File: src/sv/spg_pkg.sv
// Shared types and constants for the stepper pulse train generator.
// No dependencies; imported by spg_core and stepper_pulse_train_generator.
`default_nettype none

package spg_pkg;

	// Command codes
	localparam logic [2:0] CMD_TICK  = 3'd0;
	localparam logic [2:0] CMD_MOVE  = 3'd1;
	localparam logic [2:0] CMD_STOP  = 3'd2;
	localparam logic [2:0] CMD_ABORT = 3'd3;
	localparam logic [2:0] CMD_SETP  = 3'd4;

	// Configuration register indexes
	localparam int unsigned CFG_IDX_W = 2;
	localparam logic [CFG_IDX_W-1:0] CFG_MIN_PERIOD = 2'd0;
	localparam logic [CFG_IDX_W-1:0] CFG_MAX_PERIOD = 2'd1;
	localparam logic [CFG_IDX_W-1:0] CFG_DUTY       = 2'd2;

	// Reset values
	localparam logic [15:0] MIN_PERIOD_RST = 16'd199;
	localparam logic [15:0] MAX_PERIOD_RST = 16'd1199;
	localparam logic [16:0] DUTY_RST       = 17'd32768;
	localparam logic [15:0] RELOAD_RST     = 16'd1199;
	localparam logic [16:0] COMPARE_RST    = 17'd600;

	// Q16 value of 1.0
	localparam logic [16:0] DUTY_ONE = 17'd65536;

	typedef struct packed {
		logic [2:0]  cmd;
		logic [31:0] pulse_target;
		logic        direction;
		logic [15:0] period_reload;
	} item_t;

	typedef struct packed {
		logic        step_level;
		logic        direction_level;
		logic        enable_level;
		logic        busy_res;
		logic        move_done;
		logic        aborted;
		logic        status;
		logic [31:0] pulses_done;
	} result_t;

	typedef struct packed {
		logic [15:0] min_period;
		logic [15:0] max_period;
		logic [16:0] duty_fraction;
	} cfg_t;

endpackage

`default_nettype wire

File: src/sv/spg_core.sv
// Move state registers and the single-pass update for one command.
// Depends on spg_pkg.
`default_nettype none

module spg_core (
	input  wire logic            clk,
	input  wire logic            arst_n,
	input  wire logic            adv,
	input  wire spg_pkg::item_t  item,
	input  wire spg_pkg::cfg_t   cfg,
	output spg_pkg::result_t     res
);
	import spg_pkg::*;

	logic [15:0] tick_count_q, tick_count_n;
	logic [15:0] reload_q, reload_n;
	logic [16:0] compare_q, compare_n;
	logic [31:0] pulse_count_q, pulse_count_n;
	logic [31:0] pulse_goal_q, pulse_goal_n;
	logic        running_q, running_n;
	logic        dir_q, dir_n;
	logic        enable_q, enable_n;
	logic        abort_q, abort_n;
	logic        done, rejected;

	logic [16:0] period_op;
	logic [33:0] prod;
	logic [16:0] compare_calc;
	logic        duty_ok;
	logic        in_window;
	logic [31:0] pulse_inc;

	// compare = floor(duty * (reload + 1) / 65536); setp uses the new reload
	assign period_op = (item.cmd == CMD_SETP) ? ({1'b0, item.period_reload} + 17'd1)
	                                          : ({1'b0, reload_q} + 17'd1);
	assign prod         = 34'(cfg.duty_fraction) * 34'(period_op);
	assign compare_calc = prod[32:16];
	assign duty_ok      = (cfg.duty_fraction <= DUTY_ONE);
	assign in_window    = (item.period_reload >= cfg.min_period) &&
	                      (item.period_reload <= cfg.max_period);
	// saturating pulse increment
	assign pulse_inc    = (pulse_count_q == '1) ? pulse_count_q : pulse_count_q + 32'd1;

	// Next state for the current command
	always_comb begin
		tick_count_n  = tick_count_q;
		reload_n      = reload_q;
		compare_n     = compare_q;
		pulse_count_n = pulse_count_q;
		pulse_goal_n  = pulse_goal_q;
		running_n     = running_q;
		dir_n         = dir_q;
		enable_n      = enable_q;
		abort_n       = abort_q;
		done          = 1'b0;
		rejected      = 1'b0;
		case (item.cmd)
			CMD_TICK: begin
				if (running_q) begin
					if (tick_count_q >= reload_q) begin
						tick_count_n = '0;
						if (pulse_inc >= pulse_goal_q) begin
							running_n     = 1'b0;
							pulse_count_n = '0;
							pulse_goal_n  = '0;
							done          = 1'b1;
						end else begin
							pulse_count_n = pulse_inc;
						end
					end else begin
						tick_count_n = tick_count_q + 16'd1;
					end
				end
			end
			CMD_MOVE: begin
				abort_n       = 1'b0;
				pulse_count_n = '0;
				pulse_goal_n  = item.pulse_target;
				dir_n         = item.direction;
				enable_n      = 1'b1;
				tick_count_n  = '0;
				running_n     = 1'b1;
				if (duty_ok) begin
					compare_n = compare_calc;
				end
			end
			CMD_STOP: begin
				running_n     = 1'b0;
				pulse_count_n = '0;
				pulse_goal_n  = '0;
			end
			CMD_ABORT: begin
				abort_n       = 1'b1;
				running_n     = 1'b0;
				pulse_count_n = '0;
				pulse_goal_n  = '0;
			end
			CMD_SETP: begin
				if (in_window) begin
					reload_n = item.period_reload;
					if (duty_ok) begin
						compare_n = compare_calc;
					end
				end else begin
					rejected = 1'b1;
				end
			end
			default: begin
			end
		endcase
	end

	// Result seen after this command
	always_comb begin
		res.step_level      = running_n && ({1'b0, tick_count_n} < compare_n);
		res.direction_level = dir_n;
		res.enable_level    = enable_n;
		res.busy_res        = running_n;
		res.move_done       = done;
		res.aborted         = abort_n;
		res.status          = rejected;
		res.pulses_done     = pulse_count_n;
	end

	// State registers, updated once per transaction
	always_ff @(posedge clk or negedge arst_n) begin
		if (!arst_n) begin
			tick_count_q  <= '0;
			reload_q      <= RELOAD_RST;
			compare_q     <= COMPARE_RST;
			pulse_count_q <= '0;
			pulse_goal_q  <= '0;
			running_q     <= 1'b0;
			dir_q         <= 1'b0;
			enable_q      <= 1'b0;
			abort_q       <= 1'b0;
		end else if (adv) begin
			tick_count_q  <= tick_count_n;
			reload_q      <= reload_n;
			compare_q     <= compare_n;
			pulse_count_q <= pulse_count_n;
			pulse_goal_q  <= pulse_goal_n;
			running_q     <= running_n;
			dir_q         <= dir_n;
			enable_q      <= enable_n;
			abort_q       <= abort_n;
		end
	end

`ifndef SYNTHESIS
	// a running move always has the driver enabled
	assert property (@(posedge clk) disable iff (!arst_n) running_q |-> enable_q)
		else $error("running without enable");
	// counters are cleared whenever no move runs
	assert property (@(posedge clk) disable iff (!arst_n)
		!running_q |-> (pulse_count_q == '0 && pulse_goal_q == '0))
		else $error("stale pulse counters while idle");
	// reaching the goal ends the move
	assert property (@(posedge clk) disable iff (!arst_n)
		(adv && res.move_done) |=> !running_q)
		else $error("move still running after done");
	// move restarts the period counter
	assert property (@(posedge clk) disable iff (!arst_n)
		(adv && item.cmd == CMD_MOVE) |=> (running_q && tick_count_q == '0))
		else $error("move did not start cleanly");
`endif

endmodule

`default_nettype wire

File: src/sv/stepper_pulse_train_generator.sv
// Top level: input register, output register, config registers, handshakes.
// Depends on spg_pkg and spg_core.
//
// Channel  Direction  Handshake            Payload
// in       in         in_valid / in_stall  cmd, pulse_target, direction, period_reload
// out      out        out_valid / out_stall step_level .. pulses_done
// cfg      in         cfg_we               cfg_index, cfg_wdata
//
// One transaction per cycle sustained while out_stall is low; the command is held in the
// input register, then the one-pass state update is loaded into the result register.
// The path that sets the clock is the 17x17 duty multiply followed by the step compare.
// Reset clears control and move state; reload, compare and config take their defaults.
// A stalled output holds; the input register keeps accepting until it too is full.
`default_nettype none

module stepper_pulse_train_generator (
	input  wire logic                           clk,
	input  wire logic                           arst_n,
	input  wire logic                           in_valid,
	output logic                                in_stall,
	input  wire logic [2:0]                     cmd,
	input  wire logic [31:0]                    pulse_target,
	input  wire logic                           direction,
	input  wire logic [15:0]                    period_reload,
	output logic                                out_valid,
	input  wire logic                           out_stall,
	output logic                                step_level,
	output logic                                direction_level,
	output logic                                enable_level,
	output logic                                busy_res,
	output logic                                move_done,
	output logic                                aborted,
	output logic                                status,
	output logic [31:0]                         pulses_done,
	input  wire logic                           cfg_we,
	input  wire logic [spg_pkg::CFG_IDX_W-1:0]  cfg_index,
	input  wire logic [16:0]                    cfg_wdata
);
	import spg_pkg::*;

	cfg_t    cfg_q;
	item_t   item_s1;
	logic    valid_s1;
	result_t res_calc;
	result_t res_q;
	logic    out_valid_q;
	logic    adv;
	logic    in_take;

	// Handshake control
	assign adv      = valid_s1 && (!out_valid_q || !out_stall);
	assign in_stall = valid_s1 && !adv;
	assign in_take  = in_valid && !in_stall;

	// Configuration registers
	always_ff @(posedge clk or negedge arst_n) begin
		if (!arst_n) begin
			cfg_q.min_period    <= MIN_PERIOD_RST;
			cfg_q.max_period    <= MAX_PERIOD_RST;
			cfg_q.duty_fraction <= DUTY_RST;
		end else if (cfg_we) begin
			case (cfg_index)
				CFG_MIN_PERIOD: cfg_q.min_period    <= cfg_wdata[15:0];
				CFG_MAX_PERIOD: cfg_q.max_period    <= cfg_wdata[15:0];
				CFG_DUTY:       cfg_q.duty_fraction <= cfg_wdata;
				default: begin
				end
			endcase
		end
	end

	// Input stage valid
	always_ff @(posedge clk or negedge arst_n) begin
		if (!arst_n) begin
			valid_s1 <= 1'b0;
		end else if (in_take) begin
			valid_s1 <= 1'b1;
		end else if (adv) begin
			valid_s1 <= 1'b0;
		end
	end

	// Input stage payload
	always_ff @(posedge clk) begin
		if (in_take) begin
			item_s1.cmd           <= cmd;
			item_s1.pulse_target  <= pulse_target;
			item_s1.direction     <= direction;
			item_s1.period_reload <= period_reload;
		end
	end

	spg_core u_core (
		.clk    (clk),
		.arst_n (arst_n),
		.adv    (adv),
		.item   (item_s1),
		.cfg    (cfg_q),
		.res    (res_calc)
	);

	// Result register valid
	always_ff @(posedge clk or negedge arst_n) begin
		if (!arst_n) begin
			out_valid_q <= 1'b0;
		end else if (adv) begin
			out_valid_q <= 1'b1;
		end else if (!out_stall) begin
			out_valid_q <= 1'b0;
		end
	end

	// Result register payload
	always_ff @(posedge clk) begin
		if (adv) begin
			res_q <= res_calc;
		end
	end

	assign out_valid       = out_valid_q;
	assign step_level      = res_q.step_level;
	assign direction_level = res_q.direction_level;
	assign enable_level    = res_q.enable_level;
	assign busy_res        = res_q.busy_res;
	assign move_done       = res_q.move_done;
	assign aborted         = res_q.aborted;
	assign status          = res_q.status;
	assign pulses_done     = res_q.pulses_done;

`ifndef SYNTHESIS
	// a transaction only leaves the input stage into a free result register
	assert property (@(posedge clk) disable iff (!arst_n)
		adv |-> (!out_valid_q || !out_stall))
		else $error("result register overwritten");
	// a held result stays put while stalled
	assert property (@(posedge clk) disable iff (!arst_n)
		(out_valid_q && out_stall) |=> (out_valid_q && $stable(res_q)))
		else $error("stalled result changed");
	// stall toward the input only when the input stage is occupied
	assert property (@(posedge clk) disable iff (!arst_n) in_stall |-> valid_s1)
		else $error("stall without a pending transaction");
`endif

endmodule

`default_nettype wire
File: config.mk
export PLATFORM = sky130hd
export DESIGN_NAME = stepper_pulse_train_generator
export DESIGN_NICKNAME = d
export VERILOG_FILES = /design/src/sv/spg_pkg.sv /design/src/sv/spg_core.sv /design/src/sv/stepper_pulse_train_generator.sv
export SDC_FILE = /design/constraint.sdc
export NUM_CORES = 1
export LEC_CHECK = 0
export BUFFER_PORTS_ARGS = -buffer_cell sky130_fd_sc_hd__buf_2
export CORE_AREA = 2 2 281 213
export CTS_BUF_LIST = sky130_fd_sc_hd__clkbuf_4 sky130_fd_sc_hd__clkbuf_8
export CTS_CLUSTER_DIAMETER = 30
export CTS_CLUSTER_SIZE = 20
export DETAILED_ROUTE_END_ITERATION = 7
export DIE_AREA = 0 0 283 215
export HOLD_SLACK_MARGIN = 0.1
export PLACE_DENSITY = 0.58
export REMOVE_ABC_BUFFERS = 1
export SYNTH_ARGS = -nofsm -noshare
export SYNTH_HDL_FRONTEND = slang
export SYNTH_SLANG_ARGS = --single-unit
export TNS_END_PERCENT = 50
File: constraint.sdc
create_clock -name clk -period 23 [get_ports clk]
set_clock_uncertainty 0.15 [all_clocks]
set_input_delay 2.3 -clock clk [delete_from_list [all_inputs] [get_ports clk]]
set_output_delay 2.3 -clock clk [all_outputs]
set_load 0.05 [all_outputs]
Yosys cells after proc, flatten, opt, wreduce, memory -nomap -nowiden:

Index checks and enable logic that the tools add are counted.

* register bits after elaboration: 259
* latch bits: 0
* bits in writable memories: 0
* ROM bits: 0
* input bits: 76
* word-level logic and storage cells: 99
* memories kept: 0

* $add $sub $neg: 4
* multiply operators: 1
* div/mod/pow operators: 0
* order comparisons: 6
* eq/ne operators: 11
* shift-type cells: 0
* mux-type cells: 29
* bitwise gates (word level): 0
* reduce and logical (&&, ||, !) cells: 22

Operators with widths (count)
* 32-bit two-way mux: 7
* 32-bit case mux with 3 select lines: 1
* 32-bit case mux with 2 select lines: 1
* 17-bit two-way mux: 3
* 16-bit by 1-bit adder with 17-bit output, second input constant: 2
* 17-bit case mux with 2 select lines: 1
* 17-bit by 17-bit multiplier with 33-bit output: 1
* 32-bit by 1-bit adder with 32-bit output, second input constant: 1
* 32-bit == test, second input constant: 1
* 16-bit greater-or-equal comparator: 2
* 32-bit greater-or-equal comparator: 1
* 16-bit two-way mux: 2
* 16-bit case mux with 2 select lines: 1
* 17-bit less-or-equal comparator, second input constant: 1
* 16-bit by 17-bit < comparator with 1-bit output: 1
* 16-bit by 1-bit adder with 16-bit output, second input constant: 1
* 16-bit less-or-equal comparator: 1
* 1-bit two-way mux: 11
* 2-bit by 1-bit != test with 1-bit output, second input constant: 4
* 3-bit by 2-bit == test with 1-bit output, second input constant: 2
* 2-bit AND reduction: 3
* 3-bit AND reduction: 2
* 1-bit logical AND: 5
* 5-bit AND reduction: 1
* other kinds (14): 17

Longest topological paths before layout:

* word-level depth: 8
* gate-level depth with buffers: 47
* mapped depth without buffers: 43

Hierarchy:

From an unflattened synthesis, not the netlist that was laid out.

* cells, all modules: 2391
* area, all modules: 23148.5 µm²

Modules (own cells, without submodules)
* spg_core: times used 1, cells each 2188, area each 18461.5 µm²
* stepper_pulse_train_generator: times used 1, cells each 203, area each 4687.0 µm²

Least setup slack after synthesis:

Ideal clock, no wire load.

* path type: reg2reg
* start point: register item_s1[49] (netlist name)
* end point: register res_q (netlist bit step_level) (data pin)
* setup time: 146 ps
* data arrival time: 9701 ps
* data required time: 22704 ps
* path slack: 13003 ps
* stages on the path, launching flop included: 40
* cell sequence: edfxtp_1 -> buf_2 -> nor3b_4 -> buf_2 -> buf_1 -> clkbuf_1 -> nand2_1 -> o21ai_0 -> ha_1 -> nor2b_1 -> o2111ai_1 -> nor3_1 -> clkbuf_1 -> nand2_1 -> fa_1 -> fa_1 -> inv_1 -> fa_1 -> [4 not listed] -> inv_1 -> ha_1 -> a211o_1 -> a221o_1 -> o22ai_1 -> a21boi_0 -> o21a_1 -> o31a_1 -> ha_1 -> a21o_1 -> a21o_1 -> a2111oi_0 -> o21bai_1 -> a31oi_1 -> o2111ai_1 -> o221ai_1 -> nand2_1 -> a21boi_1

RTL lines
* start, declared: RTL line stepper_pulse_train_generator.sv:42 `item_t item_s1;`
* end signal, assigned: RTL line stepper_pulse_train_generator.sv:116 `res_q <= res_calc;`
* end, declared: RTL line stepper_pulse_train_generator.sv:45 `result_t res_q;`

==> summary.txt <==
minimum clock period: 11.36 ns
CP Capture Type: flop
CTS max path bufs: 3
global-route wire length before repair: 99,840 µm
maximum clock frequency: 88.01 MHz
Max-Cap Viols: 0
unrepaired setup endpoints after global routing: false
worst hold slack: 0.3093 ns
compound-cell area share of the yosys netlist: 10.59%
CTS tree: built
vias in the first global route: 17,705
worst min-delay path class: flop to flop
crit share post-route: 49.40%
most instantiated cells after synthesis: inv_1, nand2_1, fa_1
Post-Layout Inst Area: 25,710 µm²
setup TNS: 0 ns
layout cells sized above 1: 14.04%
top cells by area, synth: fa_1, dfrtp_1, edfxtp_1, ha_1, inv_1
fin util: 44.12%
die height: 215 µm
CP dominant cell by count: fa_1
area taken by multi-input logic gates: 14,160 µm²
ant diodes: 0
final setup vio count: 0
largest family of logic cells by synthesized area: adder cells
Avg Vias per Cell: 5.285
Cell Rows: 77
# clock sinks: 259
total grt overflow: 0
TritonCTS Buffers: 54
# DRC: 0
Fill cells: 5,548
clock edge transition at the registers on the reported setup and hold paths: 0.08 ns
htree depth: 2
top_reg_cell synth: dfrtp_1
Required @ worst endpoint: 23.30 ns
FF+latch area: 6967 µm²
Chip Width: 283 µm
Boundary Pins: 117
#FFs+latches synth: 259
post-synthesis sequential area ratio: 30.26%
1st-iter DRT viols: 1,402
mux cell area share after synthesis: 3.864%
DP Area: 24,430 µm²
largest net degree at the start of global routing: 100
routed vias: 17,541
Mapped Area: 23,020 µm²
Adder-Cell Fraction of Synth Area: 30.08%
top-area cell type share of the netlist area: 19.22%
fin. max-slew vios: 0
distinct cell type count after synthesis: 68
latest clock arrival within the worst-skew pair: 0.61 ns
Syn-to-layout area delta: 11.68%
Hold Fails Final Rpt: 0
# hold bufs at CTS: 0
Tot GR Track Use: 20.63%
DIE AREA: 60,850 µm²
Pre-antenna DRT Iters: 6
CP startpoint kind: flop
Syn Inst Count: 2,388
core area: 58,290 µm²
Setup Crit Path Kind: flop to flop
GPL Wtd Cong: 0.8963
DRT antenna net count: 0
post-CTS resize count: 0
DPL Wire Length: 47,300 µm
fraction of registers with async set or reset after synthesis: 64.86%
most frequent cell after synthesis: inv_1
slowest CP cell: o21ai_1
Synth Area in XOR/XNOR: 2.473%
Max-slew headroom: 13.04%
number of synthesized flops with an enable pin: 91
WL/cell: 18.60 µm
Root Buffer: clkbuf_8
crit path DAT: 11.66 ns
max incr delay on CP: 0.98 ns
# port buffers: 116
buffer count from post-CTS setup fixing: 0
syn_area_per_cell: 9.642 µm²
initial antenna violation count: 1
Initial Util: 39.50%
Post-Route WL: 61,730 µm
highest net fanout along the worst path: 34
outcome: complete, no violations
Tightest Pin Transition: 1.296 ns
Layout Nets: 2,980
synth warn: 0
Synth area leader: fa_1
simple-gate area share of the yosys netlist: 14.37%
per-stage QoR:
step | worst slack (ns) | std cells
finish | 11.64 | 3319
global route | 10.84 | 3319
CTS | 11.61 | 3319
detailed placement | 11.64 | 3217
global placement | 11.87 | 3217
floorplan | 12.58 | 2279
sequential cells by signal, indices dropped and copies added (netlist names), 16 cells and up:
signal,flops
u_core.reload_q,16
u_core.pulse_goal_q,32
u_core.compare_q,17
pulses_done,32
u_core.tick_count_q,16
u_core.pulse_count_q,32
cfg_q,49
item_s1,52
worst max-delay path: cells and delay by family (launching register included):
family          cells  cell delay [ns]
buf+inv             7             0.86
compound gates     15             4.54
mux                 1             0.12
simple gates        6             1.14
xor+xnor            1             0.12
fa+ha+maj           9             3.73
flops               1             0.52
area by class of cell:
type | instances | share of cell area, %
multi-input cells | 1624 | 55.06
flip-flops and latches | 259 | 27.09
inverters | 396 | 5.785
well taps | 790 | 3.844
repair buffers | 148 | 3.216
clock buffers | 56 | 2.973
clock inverters | 46 | 2.029
routing by layer:
metal	vias to the layer above	global-route usage (%)	share of wire (%)
met4	0	3.528	1.3
met3	66	3.386	7.0
met1	8771	32.36	50
li1	8111	-	-
met5	-	0	0
met2	593	29.96	42
logic make-up (layout without fill, tap and decap cells):
kind of cell | count (synthesis) | count (layout)
and+or+nand+nor | 681 | 681
xor gates and xnor gates | 65 | 65
DFF | 259 | 259
buffers and inverters | 505 | 646
AOI/OAI and AO/OA | 376 | 376
muxes | 81 | 81
adders and majority gates | 421 | 421
worst paths after layout:
| path | start | end | slack [ns] | cells past startpoint |
|---|---|---|---|---|
| max | item_s1[49] | step_level | 11.64 | 39 |
| min | item_s1[22] | u_core.pulse_goal_q[5] | 0.31 | 1 |
| max reg2reg | item_s1[49] | step_level | 11.64 | 39 |
| min reg2reg | item_s1[22] | u_core.pulse_goal_q[5] | 0.31 | 1 |
| max in group asynchronous | arst_n | cfg_q[30] | 19.50 | 2 |
| min in group asynchronous | arst_n | u_core.pulse_goal_q[27] | 1.67 | 1 |
layout by cell type, fill, tap and decap left out, types with 24 or more instances in the layout:
cell	instances
xnor2_1	39
fa_1	221
inv_1	395
a21oi_1	50
a31oi_1	47
ha_1	200
clkbuf_8	55
a21o_1	29
nand3_1	56
buf_2	115
and2_1	120
a22o_1	32
edfxtp_1	91
xor2_1	26
dfstp_2	24
nor2_1	56
mux2_2	63
nand4_1	30
dfrtp_1	144
o21ai_0	121
nand2_1	312
buf_4	32
Power is left out: the tool's default activity adds up to more than one toggle a clock period on the data nets, which glitch-free logic cannot reach.
